## config.mk

```make
export PLATFORM = sky130hd
export DESIGN_NAME = ascii_decimal_triplet_parser
export DESIGN_NICKNAME = d
export VERILOG_FILES = /design/src/sv/adtp_pkg.sv /design/src/sv/ascii_decimal_triplet_parser.sv
export SDC_FILE = /design/constraint.sdc
export NUM_CORES = 1
export LEC_CHECK = 0
export BUFFER_PORTS_ARGS = -buffer_cell sky130_fd_sc_hd__buf_2
export CORE_AREA = 5 5 185 187
export CTS_CLUSTER_DIAMETER = 40
export CTS_CLUSTER_SIZE = 12
export DETAILED_ROUTE_END_ITERATION = 8
export DIE_AREA = 0 0 190 192
export GPL_TIMING_DRIVEN = 0
export PLACE_DENSITY_LB_ADDON = 0.12
export REMOVE_ABC_BUFFERS = 1
export SYNTH_ARGS = -nofsm -noshare
export SYNTH_HDL_FRONTEND = slang
export SYNTH_SLANG_ARGS = --single-unit
export TNS_END_PERCENT = 5
```

## constraint.sdc

```tcl
create_clock -name i_clk -period 10 [get_ports i_clk]
set_input_delay 1.5 -clock i_clk [delete_from_list [all_inputs] [get_ports i_clk]]
set_output_delay 1.5 -clock i_clk [all_outputs]
set_load 0.05 [all_outputs]
```

## src/sv/adtp_pkg.sv

```systemverilog
// Shared constants, widths and a helper function for the ASCII decimal triplet parser.
`default_nettype none

package adtp_pkg;

    // Number format: fraction digits kept and values per group.
    localparam int FRACTION_DIGITS = 3;
    localparam int AXES            = 3;

    // Field widths of the byte stream and of one result.
    localparam int BYTE_W  = 8;
    localparam int VALUE_W = 31;
    localparam int AXIS_W  = 2;
    localparam int TDATA_OUT_W = ((VALUE_W + 7) / 8) * 8;

    // Magnitude accumulator and saturation limit.
    localparam int MAG_W = 30;
    localparam logic [MAG_W-1:0] MAG_MAX = MAG_W'(999999999);
    localparam int ACC_W = MAG_W + 4;

    // Fraction digit counter and the scale factor 10^(FRACTION_DIGITS - count).
    localparam int FRAC_W  = $clog2(FRACTION_DIGITS + 1);
    localparam int SCALE_W = $clog2(10 ** FRACTION_DIGITS + 1);
    localparam int PROD_W  = MAG_W + SCALE_W;

    // ASCII digit range.
    localparam logic [BYTE_W-1:0] CHAR_ZERO = BYTE_W'(48);
    localparam logic [BYTE_W-1:0] CHAR_NINE = BYTE_W'(57);

    // Configuration register indexes.
    localparam int CFG_IDX_W = 3;
    localparam logic [CFG_IDX_W-1:0] CFG_LINE_FEED = CFG_IDX_W'(0);
    localparam logic [CFG_IDX_W-1:0] CFG_SEPARATOR = CFG_IDX_W'(1);
    localparam logic [CFG_IDX_W-1:0] CFG_RETURN    = CFG_IDX_W'(2);
    localparam logic [CFG_IDX_W-1:0] CFG_POINT     = CFG_IDX_W'(3);
    localparam logic [CFG_IDX_W-1:0] CFG_MINUS     = CFG_IDX_W'(4);

    // Reset values of the character codes.
    localparam logic [BYTE_W-1:0] RST_LINE_FEED = BYTE_W'(10);
    localparam logic [BYTE_W-1:0] RST_SEPARATOR = BYTE_W'(44);
    localparam logic [BYTE_W-1:0] RST_RETURN    = BYTE_W'(13);
    localparam logic [BYTE_W-1:0] RST_POINT     = BYTE_W'(46);
    localparam logic [BYTE_W-1:0] RST_MINUS     = BYTE_W'(45);

    // Scale needed to bring a number with k fraction digits to thousandths.
    // The input is narrow, so this folds into a small constant table.
    function automatic logic [SCALE_W-1:0] scale_factor(input logic [FRAC_W-1:0] k);
        logic [SCALE_W-1:0] r;
        r = SCALE_W'(1);
        for (int i = 0; i < FRACTION_DIGITS; i++) begin
            if (i >= int'(k)) begin
                r = SCALE_W'(r * SCALE_W'(10));
            end
        end
        return r;
    endfunction

endpackage

`default_nettype wire

```

## src/sv/ascii_decimal_triplet_parser.sv

```systemverilog
// Top level of the ASCII decimal triplet parser: byte stream in, signed thousandths out.
//
//  Channel  | Direction | Payload                              | Handshake
//  ---------+-----------+--------------------------------------+---------------------
//  s stream | in        | tdata = rx_byte                      | i_s_tvalid/o_s_tready
//  m stream | out       | tdata = value_milli, tuser = axis,   | o_m_tvalid/i_m_tready
//           |           | tlast = last                         |
//  cfg      | in        | index and 8-bit code                 | i_cfg_valid/o_cfg_ready
//
// One byte is accepted every cycle unless the input side stalls; each byte is held in the
// input register, which feeds one pass of logic (multiply by ten for digits, scale by a
// power of ten for terminators) that updates the number state and, for a terminator,
// loads the output register. A stall on a full output register holds the input register;
// the input side stalls only when both registers are full and the sink is not ready.
// Reset is synchronous, active low, and restores the default codes.
`default_nettype none

module ascii_decimal_triplet_parser (
    input  wire logic                               i_clk,
    input  wire logic                               i_rst_n,
    // Input stream; tdata bits [7:0] = rx_byte.
    input  wire logic                               i_s_tvalid,
    output      logic                               o_s_tready,
    input  wire logic [adtp_pkg::BYTE_W-1:0]        i_s_tdata,
    // Output stream; tdata bits [30:0] = value_milli, bit [31] = 0.
    output      logic                               o_m_tvalid,
    input  wire logic                               i_m_tready,
    output      logic [adtp_pkg::TDATA_OUT_W-1:0]   o_m_tdata,
    // tuser bits [1:0] = axis.
    output      logic [adtp_pkg::AXIS_W-1:0]        o_m_tuser,
    output      logic                               o_m_tlast,
    // Configuration write channel.
    input  wire logic                               i_cfg_valid,
    output      logic                               o_cfg_ready,
    input  wire logic [adtp_pkg::CFG_IDX_W-1:0]     i_cfg_index,
    input  wire logic [adtp_pkg::BYTE_W-1:0]        i_cfg_data
);

    // Input register.
    logic                          r_in_valid;
    logic [adtp_pkg::BYTE_W-1:0]   r_in_byte;

    // Character code registers.
    logic [adtp_pkg::BYTE_W-1:0]   r_lf_code, r_sep_code, r_ret_code, r_pt_code, r_minus_code;

    // Number state.
    logic [adtp_pkg::MAG_W-1:0]    r_mag, n_mag;
    logic [adtp_pkg::FRAC_W-1:0]   r_frac_cnt, n_frac_cnt;
    logic                          r_point, n_point;
    logic                          r_neg, n_neg;
    logic [adtp_pkg::AXIS_W-1:0]   r_axis, n_axis;

    // Output register.
    logic                                 r_out_valid, n_out_valid;
    logic signed [adtp_pkg::VALUE_W-1:0]  r_out_value, n_out_value;
    logic [adtp_pkg::AXIS_W-1:0]          r_out_axis, n_out_axis;
    logic                                 r_out_last, n_out_last;

    // Datapath intermediates.
    logic                          w_advance;
    logic                          w_is_digit;
    logic [3:0]                    w_digit;
    logic [adtp_pkg::ACC_W-1:0]    w_acc;
    logic [adtp_pkg::FRAC_W-1:0]   w_frac_used;
    logic [adtp_pkg::SCALE_W-1:0]  w_scale;
    logic [adtp_pkg::PROD_W-1:0]   w_scaled;
    logic [adtp_pkg::MAG_W-1:0]    w_sat;
    logic [adtp_pkg::AXIS_W:0]     w_axis_next;
    logic [adtp_pkg::AXIS_W-1:0]   w_axis_cur;

    // The input register moves on whenever the output register is free or being drained.
    assign w_advance   = r_in_valid && (!r_out_valid || i_m_tready);
    assign o_s_tready  = !r_in_valid || w_advance;
    assign o_cfg_ready = 1'b1;

    // Digit accumulate: magnitude times ten plus the digit, saturated.
    assign w_is_digit = (r_in_byte >= adtp_pkg::CHAR_ZERO) && (r_in_byte <= adtp_pkg::CHAR_NINE);
    assign w_digit    = 4'(r_in_byte - adtp_pkg::CHAR_ZERO);
    assign w_acc      = (adtp_pkg::ACC_W'(r_mag) << 3) + (adtp_pkg::ACC_W'(r_mag) << 1)
                        + adtp_pkg::ACC_W'(w_digit);

    // Terminator scaling to thousandths, saturated.
    assign w_frac_used = r_point ? r_frac_cnt : '0;
    assign w_scale     = adtp_pkg::scale_factor(w_frac_used);
    assign w_scaled    = adtp_pkg::PROD_W'(r_mag) * adtp_pkg::PROD_W'(w_scale);
    assign w_sat       = (w_scaled > adtp_pkg::PROD_W'(adtp_pkg::MAG_MAX))
                         ? adtp_pkg::MAG_MAX : w_scaled[adtp_pkg::MAG_W-1:0];

    // Axis of this value and its successor.
    assign w_axis_cur  = (int'(r_axis) < adtp_pkg::AXES) ? r_axis : '0;
    assign w_axis_next = {1'b0, w_axis_cur} + (adtp_pkg::AXIS_W+1)'(1);

    // Byte classification and next state; the first matching code wins.
    always_comb begin
        n_mag       = r_mag;
        n_frac_cnt  = r_frac_cnt;
        n_point     = r_point;
        n_neg       = r_neg;
        n_axis      = r_axis;
        n_out_valid = r_out_valid && !i_m_tready;
        n_out_value = r_out_value;
        n_out_axis  = r_out_axis;
        n_out_last  = r_out_last;
        if (w_advance) begin
            priority if (r_in_byte == r_lf_code || r_in_byte == r_sep_code) begin
                n_out_valid = 1'b1;
                n_out_value = r_neg ? -$signed(adtp_pkg::VALUE_W'(w_sat))
                                    : $signed(adtp_pkg::VALUE_W'(w_sat));
                n_out_axis  = w_axis_cur;
                n_out_last  = int'(w_axis_next) >= adtp_pkg::AXES;
                n_axis      = (int'(w_axis_next) >= adtp_pkg::AXES)
                              ? '0 : w_axis_next[adtp_pkg::AXIS_W-1:0];
                n_mag       = '0;
                n_frac_cnt  = '0;
                n_point     = 1'b0;
                n_neg       = 1'b0;
            end else if (r_in_byte == r_ret_code) begin
                n_mag = r_mag;
            end else if (r_in_byte == r_pt_code) begin
                n_point = 1'b1;
            end else if (r_in_byte == r_minus_code) begin
                n_neg = 1'b1;
            end else if (w_is_digit) begin
                // Fraction digits past the kept count are dropped.
                if (!r_point || int'(r_frac_cnt) < adtp_pkg::FRACTION_DIGITS) begin
                    if (r_point) begin
                        n_frac_cnt = r_frac_cnt + adtp_pkg::FRAC_W'(1);
                    end
                    n_mag = (w_acc > adtp_pkg::ACC_W'(adtp_pkg::MAG_MAX))
                            ? adtp_pkg::MAG_MAX : w_acc[adtp_pkg::MAG_W-1:0];
                end
            end
        end
    end

    // Control state, number state and code registers.
    always_ff @(posedge i_clk) begin
        if (!i_rst_n) begin
            r_in_valid   <= 1'b0;
            r_out_valid  <= 1'b0;
            r_mag        <= '0;
            r_frac_cnt   <= '0;
            r_point      <= 1'b0;
            r_neg        <= 1'b0;
            r_axis       <= '0;
            r_lf_code    <= adtp_pkg::RST_LINE_FEED;
            r_sep_code   <= adtp_pkg::RST_SEPARATOR;
            r_ret_code   <= adtp_pkg::RST_RETURN;
            r_pt_code    <= adtp_pkg::RST_POINT;
            r_minus_code <= adtp_pkg::RST_MINUS;
        end else begin
            if (o_s_tready) begin
                r_in_valid <= i_s_tvalid;
            end
            r_out_valid <= n_out_valid;
            r_mag       <= n_mag;
            r_frac_cnt  <= n_frac_cnt;
            r_point     <= n_point;
            r_neg       <= n_neg;
            r_axis      <= n_axis;
            if (i_cfg_valid) begin
                unique case (i_cfg_index)
                    adtp_pkg::CFG_LINE_FEED: r_lf_code    <= i_cfg_data;
                    adtp_pkg::CFG_SEPARATOR: r_sep_code   <= i_cfg_data;
                    adtp_pkg::CFG_RETURN:    r_ret_code   <= i_cfg_data;
                    adtp_pkg::CFG_POINT:     r_pt_code    <= i_cfg_data;
                    adtp_pkg::CFG_MINUS:     r_minus_code <= i_cfg_data;
                    default:                 r_lf_code    <= r_lf_code;
                endcase
            end
        end
    end

    // Payload registers.
    always_ff @(posedge i_clk) begin
        if (o_s_tready && i_s_tvalid) begin
            r_in_byte <= i_s_tdata;
        end
        r_out_value <= n_out_value;
        r_out_axis  <= n_out_axis;
        r_out_last  <= n_out_last;
    end

    // Output ports.
    assign o_m_tvalid = r_out_valid;
    assign o_m_tdata  = adtp_pkg::TDATA_OUT_W'(unsigned'(r_out_value));
    assign o_m_tuser  = r_out_axis;
    assign o_m_tlast  = r_out_last;

    // The axis counter and the emitted axis always stay within the group.
    a_axis_range: assert property (@(posedge i_clk) disable iff (!i_rst_n)
        int'(r_axis) < adtp_pkg::AXES && (!r_out_valid || int'(r_out_axis) < adtp_pkg::AXES))
        else $error("axis index out of range");

    // The last flag marks exactly the final axis of a group.
    a_last_axis: assert property (@(posedge i_clk) disable iff (!i_rst_n)
        r_out_valid |-> (r_out_last == (int'(r_out_axis) == adtp_pkg::AXES - 1)))
        else $error("last flag does not match axis");

    // The magnitude never passes its saturation limit and the fraction count its maximum.
    a_state_bounds: assert property (@(posedge i_clk) disable iff (!i_rst_n)
        r_mag <= adtp_pkg::MAG_MAX && int'(r_frac_cnt) <= adtp_pkg::FRACTION_DIGITS)
        else $error("number state out of range");

    // A held result with a stalled sink blocks the input register from advancing.
    a_stall_hold: assert property (@(posedge i_clk) disable iff (!i_rst_n)
        (r_out_valid && !i_m_tready && r_in_valid) |=> r_in_valid && $stable(r_in_byte))
        else $error("input request lost during output stall");

endmodule

`default_nettype wire

```

# After elaboration in Yosys (flattened, before gate mapping)
# Index checks and enable logic that the tools add are counted.
[word_totals]
ff_bits = 120
inputBits = 24
out_inout_bits = 38
elab_cells = 107
[classes]
add_sub_neg = 6
multipliers = 3
order_cmp = 10
eq_ne = 12
mux = 31
n_reduce_logical = 28
[ops]
columns = ["operator", "count"]
rows = [
  ["30-bit 2-to-1 mux", 9],
  ["8-bit equality test", 5],
  ["40-bit by 30-bit greater-than comparator with 1-bit output, second input constant", 1],
  ["30-bit by 10-bit multiplier with 40-bit output", 1],
  ["33-bit by 31-bit adder with 34-bit output", 1],
  ["34-bit by 4-bit adder with 34-bit output", 1],
  ["34-bit by 30-bit greater-than comparator with 1-bit output, second input constant", 1],
  ["30-bit negator with 31-bit output", 1],
  ["10-bit 2-to-1 mux", 2],
  ["2-bit 2-to-1 mux", 10],
  ["2-bit AND reduction", 6],
  ["10-bit by 3-bit multiplier with 9-bit output, second input constant", 1],
  ["2-bit nonzero test", 5],
  ["1-bit 2-to-1 mux", 9],
  ["8-bit by 6-bit greater-or-equal comparator with 1-bit output, second input constant", 1],
  ["8-bit by 6-bit <= comparator with 1-bit output, second input constant", 1],
  ["4-bit by 3-bit multiplier with 7-bit output, second input constant", 1],
  ["7-bit AND reduction", 1],
  ["3-bit by 2-bit equality test with 1-bit output, second input constant", 2],
  ["2-bit != test, second input constant", 3],
  ["6-bit AND reduction", 1],
  ["1-bit by 2-bit greater-or-equal comparator with 1-bit output, first input constant", 2],
  ["1-bit logical AND", 4],
  ["1-bit logical NOT", 4],
  ["other kinds (13)", 17],
]

# Longest topological paths before layout
# Gate-level depths: netlist (run 1).
[logic_depth]
depth_word = 12
mapped_depth = 40
mapped_depth_nobuf = 34

# Worst setup path before layout (run 1)
# No wires, ideal clock.
[synth_path]
kind = "register to register"
start = "reg r_point"
end = "reg r_out_value[22] (netlist bit), data pin"
setup_ps = 137
arrival_ps = 9129
t_required_ps = 9863
setup_slack_ps = 733
stages_incl_launch_ff = 40
path_buffers = 7
period_less_slack_ps = 9267
cell_sequence = "dfxtp_1 > clkbuf_1 > nand2_1 > nor2_1 > clkbuf_1 > clkbuf_1 > nand2_1 > fa_1 > inv_1 > fa_1 > fa_1 > fa_1 > inv_1 > fa_1 > inv_1 > ha_1 > clkbuf_1 > nand4_1 > (+4 left out) > a21oi_1 > nand3_1 > a2111oi_1 > or4b_1 > buf_6 > buf_6 > buf_4 > nor2_1 > ha_1 > nand3b_1 > or3_1 > nor3_1 > nand3_1 > nor3_1 > nand4_1 > or4_1 > or3_1 > nand4_1"
[synth_between]
elab_chain_len = 12
word_cells_on_any_way = 14
classes_between = "add/sub (1); mul (3); order compare (4); mux (6)"
[synth_lines]
columns = ["item", "line_no", "source"]
rows = [
  ["start: declaration", "ascii_decimal_triplet_parser.sv:49", "logic r_point, n_point;"],
  ["start signal: assignment", "ascii_decimal_triplet_parser.sv:158", "r_point <= n_point;"],
  ["2-bit 2-to-1 mux (*)", "ascii_decimal_triplet_parser.sv:83", "assign w_frac_used = r_point ? r_frac_cnt : '0;"],
  ["1-bit by 2-bit greater-or-equal comparator with 1-bit output", "adtp_pkg.sv:51", "if (i >= int'(k)) begin"],
  ["4-bit 2-to-1 mux", "adtp_pkg.sv:51", ""],
  ["4-bit by 3-bit multiplier with 7-bit output", "adtp_pkg.sv:52", "r = SCALE_W'(r * SCALE_W'(10));"],
  ["10-bit 2-to-1 mux", "adtp_pkg.sv:51", ""],
  ["10-bit by 3-bit multiplier with 9-bit output", "adtp_pkg.sv:52", ""],
  ["10-bit 2-to-1 mux (*)", "adtp_pkg.sv:51", ""],
  ["30-bit by 10-bit multiplier with 40-bit output (*)", "ascii_decimal_triplet_parser.sv:85", "assign w_scaled = adtp_pkg::PROD_W'(r_mag) * adtp_pkg::PROD_W'(w_scale);"],
  ["40-bit by 30-bit greater-than comparator with 1-bit output", "ascii_decimal_triplet_parser.sv:86", "assign w_sat = (w_scaled > adtp_pkg::PROD_W'(adtp_pkg::MAG_MAX))"],
  ["30-bit 2-to-1 mux (*)", "ascii_decimal_triplet_parser.sv:87", "? adtp_pkg::MAG_MAX : w_scaled[adtp_pkg::MAG_W-1:0];"],
  ["30-bit negator with 31-bit output", "ascii_decimal_triplet_parser.sv:107", "n_out_value = r_neg ? -$signed(adtp_pkg::VALUE_W'(w_sat))"],
  ["30-bit 2-to-1 mux (*)", "ascii_decimal_triplet_parser.sv:107", ""],
  ["end signal: assignment", "ascii_decimal_triplet_parser.sv:179", "r_out_value <= n_out_value;"],
  ["end: declaration", "ascii_decimal_triplet_parser.sv:55", "logic signed [adtp_pkg::VALUE_W-1:0] r_out_value, n_out_value;"],
]
# Mark *: on every way between the ends. The rest lies on a longest branch, timed or not.
# A chain may end at the register's enable or synchronous reset.

# Worst setup path in the final report (run 1)
[layout_path]
start = "reg r_point"
end = "reg r_out_value[26] (netlist bit), data pin"
# The elaborated chain is that of the path after synthesis.

==> Flow_metrics.wiki, run 1 <==
{| class="wikitable"
! Metric !! Value
|-
| Total congestion overflow after global routing || 0
|-
| Worst clock skew on the final layout || 0.0106 ns
|-
| Fin nets || 2,471
|-
| Reported leakage power || 9.09 nW
|-
| Largest cells by area after synthesis || fa_1, ha_1, dfxtp_1
|-
| Largest incremental delay on the critical path || 0.63 ns
|-
| Switching fraction of total power || 27.8%
|-
| Total power per unit cell area || 68.3 mW/mm2
|-
| Ratio of routed vias to standard cells || 5.69
|-
| Half-perimeter wire length after placement || 33,800 um
|-
| Pin slew with the least headroom to its limit || 1.41 ns
|-
| Post-Place Cell Area || 0.0182 mm2
|-
| Most used DFF post-synth || dfxtp_1
|-
| GPL Wtd Cong || 0.928
|-
| Pin count of the biggest net entering global routing || 65
|-
| Placeable core area || 0.0323 mm2
|-
| Highest achievable clock rate || 104 MHz
|-
| Initial core utilization || 54.4%
|-
| Post-Syn Area || 0.0176 mm2
|-
| Final Cycle Share || 95.7%
|-
| Min Tclk post-route || 9.57 ns
|-
| Fin cells || 2,538
|-
| Synth-to-layout area growth || 8.69%
|-
| Total length of routed wires || 44,100 um
|-
| Ys Warns || 0
|-
| Horizontal die dimension || 190 um
|-
| Unique masters post-synth || 93
|-
| Number of gates on the worst path with buffers counted || 34
|-
| Critical path data arrival time || 9.86 ns
|-
| Yosys top cell by area || fa_1
|-
| Full die area || 0.0365 mm2
|-
| Fraction of layout cells with a size suffix above 1 || 9.35%
|-
| Site row count || 66
|-
| Path type of the worst setup path || flop to flop
|-
| All-Layer GR Usage || 24.8%
|-
| Clock network fraction of total power || 46.8%
|-
| Clock sink count || 119
|-
| Int Pwr || 941 uW
|-
| DRC violations left || 0
|-
| Power consumption || 1.30 mW
|-
| Cell with the biggest individual delay on the critical path || or4b_4
|-
| WHS Path Cells || 2
|-
| Class of the most critical hold timing path || flop to flop
|-
| Max H-tree Level || 4
|-
| Mean cell area of the mapped netlist || 8.53 um2
|-
| # diodes || 0
|-
| Wire per inst || 17.4 um
|-
| Startpoint Class || flop
|-
| Synthesized flop and latch total || 119
|-
| Final hold viol count || 0
|-
| Endpoints failing setup || 0
|-
| CP Max Fanout || 20
|-
| Portion of synthesized cell area occupied by the leading cell type || 25.7%
|-
| Post-CTS Hold Fix Bufs || 0
|-
| Number of global-route vias before repair || 15,000
|-
| Relative slew slack || 6.22%
|-
| Required time reported for the critical path endpoint || 10.29 ns
|-
| Total clock buffers created by CTS || 17
|-
| Antenna-violating nets left || 0
|-
| Ys async rst share || 0%
|-
| TritonCTS clock tree || yes
|-
| Worst vdd ir || 97.8 uV
|-
| Most frequent cells after synthesis || nand2_1, inv_1, fa_1
|-
| Cell seen most often among critical-path stages || fa_1
|-
| CTS clk-pin slew, worst paths || 0.06 ns
|-
| Result of the run || finished, final reports clean
|-
| Number of buffer and inverter stages on the critical path || 5
|-
| Crit path setup slack, layout || 0.427 ns
|-
| Port buffer count || 59
|-
| Max-slew violation total from the final report || 0
|-
| Count of maximum capacitance violations || 0
|-
| Net Sw Power || 363 uW
|-
| Post-Layout Inst Area || 0.0191 mm2
|-
| Worst-case clock buffer depth || 2
|-
| Kind of capture point of the worst setup path || flop
|-
| Root buffer cell || clkbuf_16
|-
| Die height || 192 um
|-
| Share of synthesized area occupied by flip-flops and latches || 15.9%
|-
| Mapped Cells || 2,059
|-
| Vias post-DR || 14,400
|-
| Power share of the combinational group || 13.3%
|-
| Source-to-sink clock delay at the later pin of the worst-skew pair || 0.43 ns
|-
| DRT iter0 DRCs || 774
|-
| EDFF count, synth || 41
|-
| I/O pin cnt || 62
|-
| Depth of the worst register-to-register path || 34
|-
| Worst setup timing slack at the placement stage || -1.88 ns
|-
| Global-route wire length before repair || 73,500 um
|-
| Detailed-routing iteration count for the pre-antenna-repair pass || 7
|-
| Number of antenna violations at the first check in global routing || 0
|-
| Kind of cell adding the most delay to the critical path || simple AND/OR/NAND/NOR gates
|-
| Most common cell in the netlist || nand2_1
|-
| Portion of total power attributed to sequential cells || 39.9%
|-
| Post-Route Hold Slack || 0.479 ns
|-
| Inst Count DP || 2,492
|}
## logic make-up after synthesis
group / count (synthesis) / synth area share (%)
and+or+nand+nor: 740 / 20.1
buffers and inverters: 353 / 7.92
muxes: 19 / 1.12
other: 2 / 0.0428
AOI/OAI and AO/OA: 370 / 14.6
xor gates and xnor gates: 92 / 4.67
DFF: 119 / 15.9
adders and majority gates: 364 / 35.6
## registers in the layout, indices dropped and copies added (netlist names)
| name | flops |
|---|---|
| r_out_value | 31 |
| r_mag | 30 |
| r_in_byte | 8 |
| r_lf_code | 8 |
| r_minus_code | 8 |
| r_pt_code | 8 |
| r_ret_code | 8 |
| r_sep_code | 8 |
| o_m_tuser | 2 |
| r_axis | 2 |
| r_frac_cnt | 2 |
| o_m_tvalid | 1 |
| r_in_valid | 1 |
| r_neg | 1 |
| r_point | 1 |
## power groups by stage
stage	Sequential (mW)	Combinational [mW]	Clock, mW
final	0.520	0.173	0.611
after global routing	0.521	0.196	0.644
after CTS	0.521	0.170	0.620
after detailed placement	0.531	0.168	0
after global placement	0.531	0.164	0
after floorplan	0.527	0.125	0
## final cells by class
cell class / count / area, um2
well taps: 442 / 553
multi-input cells: 1620 / 13700
flip-flops and latches: 119 / 2810
repair buffers: 75 / 488
fillers: 2951 / 13200
inverters: 250 / 938
clock inverters: 13 / 146
clock buffers: 19 / 433
## path summary, 6_finish.rpt
path | startpoint | endpoint | slack, ns
max | r_point | r_out_value[26] | 0.43
min | r_lf_code[4] | r_lf_code[4] | 0.48
min reg2reg | r_lf_code[4] | r_lf_code[4] | 0.48
max reg2reg | r_point | r_out_value[26] | 0.43
## per-stage QoR
stage               utilization, %  TNS, ns
CTS                           58.5        0
detailed placement            56.4   -20.22
global route                  59.1   -0.164
floorplan                        -    -3.52
finish                        59.1        0
global placement              56.0   -62.91
## layer usage
| metal | GRT usage, % | up-vias | part of all wire (%) |
|---|---|---|---|
| li1 | - | 6922 | - |
| met1 | 30.3 | 7102 | 42 |
| met2 | 45.4 | 333 | 51 |
| met3 | 3.76 | 72 | 4.7 |
| met4 | 6.87 | 0 | 2.6 |
| met5 | 0 | - | 0 |
## cell usage in the layout, fill, tap and decap left out, types with 7 or more instances in the layout
master	instances
a211oi_1	8
a21boi_0	26
a21o_1	22
a21oi_1	82
a31oi_1	9
and2_1	67
and3_1	19
buf_2	59
buf_4	11
clkbuf_16	17
conb_1	32
dfxtp_1	68
dfxtp_2	7
edfxtp_1	41
fa_1	225
ha_1	134
inv_1	250
mux2i_1	14
nand2_1	324
nand2b_1	13
nand3_1	46
nand4_1	34
nor2_1	88
nor2b_1	21
nor3_1	41
nor3b_1	13
nor4_1	10
o211ai_1	18
o21a_1	21
o21ai_0	67
o21bai_1	9
o22ai_1	13
or2_2	7
or3_1	17
xnor2_1	60
xor2_1	27
## timing repair
action | in CTS | in global routing
gates resized for setup | 18 | 36
gates cloned | 1 | 2
endpoints found under the setup margin | 22 | 8
setup buffers | 2 | 9
pin swaps | 3 | 7
## worst min-delay path, stage by stage, from the launching register on
cell and delay, ns:
dfxtp_1 0.32, nand2_1 0.05, a21boi_0 0.06
(Power assumes the default switching activity.)
==> run 2, diff against run 1 <==
--- a/config.mk
+++ b/config.mk
@@ -5,12 +5,13 @@
 export SDC_FILE = /design/constraint.sdc
 export NUM_CORES = 1
 export LEC_CHECK = 0
+export ABC_AREA = 1
 export BUFFER_PORTS_ARGS = -buffer_cell sky130_fd_sc_hd__buf_2
-export CORE_AREA = 5 5 185 187
+export CORE_AREA = 5 5 190 192
 export CTS_CLUSTER_DIAMETER = 40
 export CTS_CLUSTER_SIZE = 12
 export DETAILED_ROUTE_END_ITERATION = 8
-export DIE_AREA = 0 0 190 192
+export DIE_AREA = 0 0 195 197
 export GPL_TIMING_DRIVEN = 0
 export PLACE_DENSITY_LB_ADDON = 0.12
 export REMOVE_ABC_BUFFERS = 1
==> run 2 against run 1 <==
- global-route usage up 1.8 points
- largest cell class unchanged
- combinational power is 3% higher
- design area is 5.0% higher
- worst hold slack lost 0.012 ns
- register-to-register slack gained 0.31 ns
- via count increased by 16%
- sequential share of layout area decreased by 0.80 points
- critical path type unchanged
- first-iteration DRC count increased by 51%
- clock-buffer cell count stayed put
- die area is 5.3% higher
==> Flow_metrics.wiki, run 2 <==
{| class="wikitable"
! Metric !! Value
|-
| Endpoints failing setup || 0 (unchanged)
|-
| Worst clock skew on the final layout || 0.0169 ns (+0.00628 ns)
|-
| RSZ-0062 raised after global routing || no
|-
| Cell with the biggest individual delay on the critical path || fa_1
|-
| Total length of routed wires || 49,800 um (+13%)
|-
| GPL Wtd Cong || 0.964 (+3.9%)
|-
| Global-route wire length before repair || 83,200 um (+13%)
|-
| Min Tclk post-route || 9.26 ns (-0.313 ns)
|-
| Largest cells by area after synthesis || fa_1, nand2_1, inv_1
|-
| Unique masters post-synth || 49 (-47%)
|-
| Share of synthesized area occupied by flip-flops and latches || 15.0% (-0.87 points)
|-
| Ys Warns || 0 (unchanged)
|-
| Full die area || 0.0384 mm2 (+5.3%)
|-
| Reported leakage power || 10.8 nW (+18%)
|-
| Relative slew slack || 15.9% (+9.7 points)
|-
| Power consumption || 1.33 mW (+2.1%)
|-
| All-Layer GR Usage || 26.5% (+1.8 points)
|-
| Initial core utilization || 54.3% (-0.059 points)
|-
| Kind of cell adding the most delay to the critical path || simple AND/OR/NAND/NOR gates
|-
| Most frequent cells after synthesis || nand2_1, inv_1, nor2_1
|-
| Vias post-DR || 16,700 (+16%)
|-
| DRC violations left || 0 (unchanged)
|-
| Placeable core area || 0.0342 mm2 (+5.9%)
|-
| Fin cells || 3,157 (+24%)
|-
| Highest achievable clock rate || 108 MHz (+3.4%)
|-
| Max H-tree Level || 4 (unchanged)
|-
| Post-Syn Area || 0.0186 mm2 (+5.8%)
|-
| Synthesized flop and latch total || 119 (unchanged)
|-
| Number of buffer and inverter stages on the critical path || 8 (+3)
|-
| Half-perimeter wire length after placement || 40,700 um (+20%)
|-
| Register bank with the most flops || r_out_value
|-
| Mapped Cells || 2,628 (+28%)
|-
| Port buffer count || 59 (unchanged)
|-
| Post-Place Cell Area || 0.0194 mm2 (+6.4%)
|-
| Critical path data arrival time || 9.46 ns (-0.40 ns)
|-
| Leading cell type in the layout, fill and taps excluded || nand2_1
|-
| Source-to-sink clock delay at the later pin of the worst-skew pair || 0.45 ns (+0.02 ns)
|-
| Root buffer cell || clkbuf_16
|-
| Class of the most critical hold timing path || flop to flop
|-
| Final hold viol count || 0 (unchanged)
|-
| Result of the run || finished, final reports clean
|-
| Synth-to-layout area growth || 7.87%
|-
| CTS clk-pin slew, worst paths || 0.06 ns (about the same)
|-
| Required time reported for the critical path endpoint || 10.20 ns (-0.09 ns)
|-
| Fraction of layout cells with a size suffix above 1 || 6.74% (-2.6 points)
|-
| Registers with the highest flip-flop counts || r_out_value (31), r_mag (30)
|-
| Antenna-violating nets left || 0 (unchanged)
|-
| Ratio of routed vias to standard cells || 5.29 (-6.9%)
|-
| Largest incremental delay on the critical path || 0.54 ns (-0.09 ns)
|-
| Fin nets || 3,077 (+25%)
|-
| Post-CTS Hold Fix Bufs || 0 (unchanged)
|-
| Inst Count DP || 3,119 (+25%)
|-
| Flip-flop count of the largest register, all copies and words added || 31 (unchanged)
|-
| Worst-case clock buffer depth || 2 (unchanged)
|-
| Number of global-route vias before repair || 17,000 (+14%)
|-
| Mean cell area of the mapped netlist || 7.07 um2 (-17%)
|-
| Clock sink count || 119 (unchanged)
|-
| Post-Layout Inst Area || 0.0200 mm2 (+5.0%)
|-
| TritonCTS clock tree || yes
|-
| Detailed-routing iteration count for the pre-antenna-repair pass || 6 (-1)
|-
| Total clock buffers created by CTS || 17 (unchanged)
|-
| I/O pin cnt || 62 (unchanged)
|-
| Die height || 197 um (+2.6%)
|-
| Top library cells by usage in the layout, fill and taps aside || nand2_1, inv_1, nor2_1
|-
| Pin slew with the least headroom to its limit || 1.26 ns (-0.146 ns)
|-
| Total congestion overflow after global routing || 0 (unchanged)
|-
| Pin count of the biggest net entering global routing || 44 (-32%)
|-
| Most common cell in the netlist || nand2_1
|-
| Kind of capture point of the worst setup path || flop
|-
| Ys async rst share || 0% (unchanged)
|-
| Most used DFF post-synth || dfxtp_1
|-
| EDFF count, synth || 41 (unchanged)
|-
| Post-layout utilization of the core || 58.6% (-0.51 points)
|-
| Final Cycle Share || 92.6% (-3.1 points)
|-
| # diodes || 0 (unchanged)
|-
| Post-Route Hold Slack || 0.467 ns (-0.0121 ns)
|-
| Startpoint Class || flop
|-
| Wire per inst || 15.8 um (-9.1%)
|-
| Horizontal die dimension || 195 um (+2.6%)
|-
| Count of maximum capacitance violations || 0 (unchanged)
|-
| Cell seen most often among critical-path stages || nand2_1
|-
| Portion of synthesized cell area occupied by the leading cell type || 24.2% (-1.4 points)
|-
| Site row count || 68 (+3.0%)
|-
| Total power per unit cell area || 66.4 mW/mm2 (-2.8%)
|-
| CP Max Fanout || 39 (+95%)
|-
| DRT iter0 DRCs || 1,167 (+51%)
|-
| Number of antenna violations at the first check in global routing || 0 (unchanged)
|-
| Yosys top cell by area || fa_1
|-
| Worst vdd ir || 121 uV (+24%)
|-
| Max-slew violation total from the final report || 0 (unchanged)
|-
| Path type of the worst setup path || flop to flop
|}
==> run 2: tightest hold or removal path, cell delays in order, from the launching register on <==
cell	delay, ns
dfxtp_1	0.31
inv_1	0.06
a21oi_1	0.05
==> run 2: metal layers <==
metal	routed length, um	vias to the layer above	GRT usage (%)
met1	21000	7962	32.9
met5	0	-	0
met2	24800	439	47.7
li1	-	8198	-
met3	2540	108	4.48
met4	1470	0	7.86
==> run 2: stage by stage <==
| step | worst slack, ns | TNS (ns) |
|---|---|---|
| floorplan | 0.0978 | 0 |
| global placement | -3.08 | -70.24 |
| detailed placement | -1.73 | -31.68 |
| CTS | 0.175 | 0 |
| global route | 0.0224 | 0 |
| finish | 0.740 | 0 |
==> run 2: what timing repair did <==
item / in CTS / in global routing
setup endpoints to repair: 31 / 15
resized for setup: 5 / 3
cloned: 0 / 2
pin swaps: 0 / 1
buffers inserted: 0 / 4
==> run 2: power by group <==
part           leakage, nW  internal [mW]  total (mW)  switching [mW]
combinational         9.43         0.0603       0.178           0.118
sequential            1.03          0.508       0.522          0.0143
clock                0.298          0.377       0.631           0.254
total                 10.8          0.945        1.33           0.386
==> run 2: area by class of cell <==
cell class	instances	area (um2)
inverter	519	1960
multi-input combinational	1962	13700
sequential	119	2790
tap	455	569
timing repair buffer	69	422
fill	3319	14200
clock buffer	19	475
timing repair inverter	1	5.00
clock inverter	13	130
==> run 2: worst paths after layout <==
check | start | to | slack [ns] | cells past startpoint
worst max-delay path | r_frac_cnt[0] | r_out_value[20] | 0.74 | 39
worst min-delay path | r_sep_code[4] | r_sep_code[4] | 0.47 | 2
worst max register to register | r_frac_cnt[0] | r_out_value[20] | 0.74 | 39
worst min register to register | r_sep_code[4] | r_sep_code[4] | 0.47 | 2
==> run 2: logic make-up after synthesis <==
| family | share of synthesized area (%) |
|---|---|
| simple gates | 29.4 |
| buf+inv | 12.2 |
| fa+ha+maj | 33.6 |
| compound gates | 6.44 |
| flops | 15.0 |
| xor+xnor | 3.35 |
| other cells | 0.0404 |
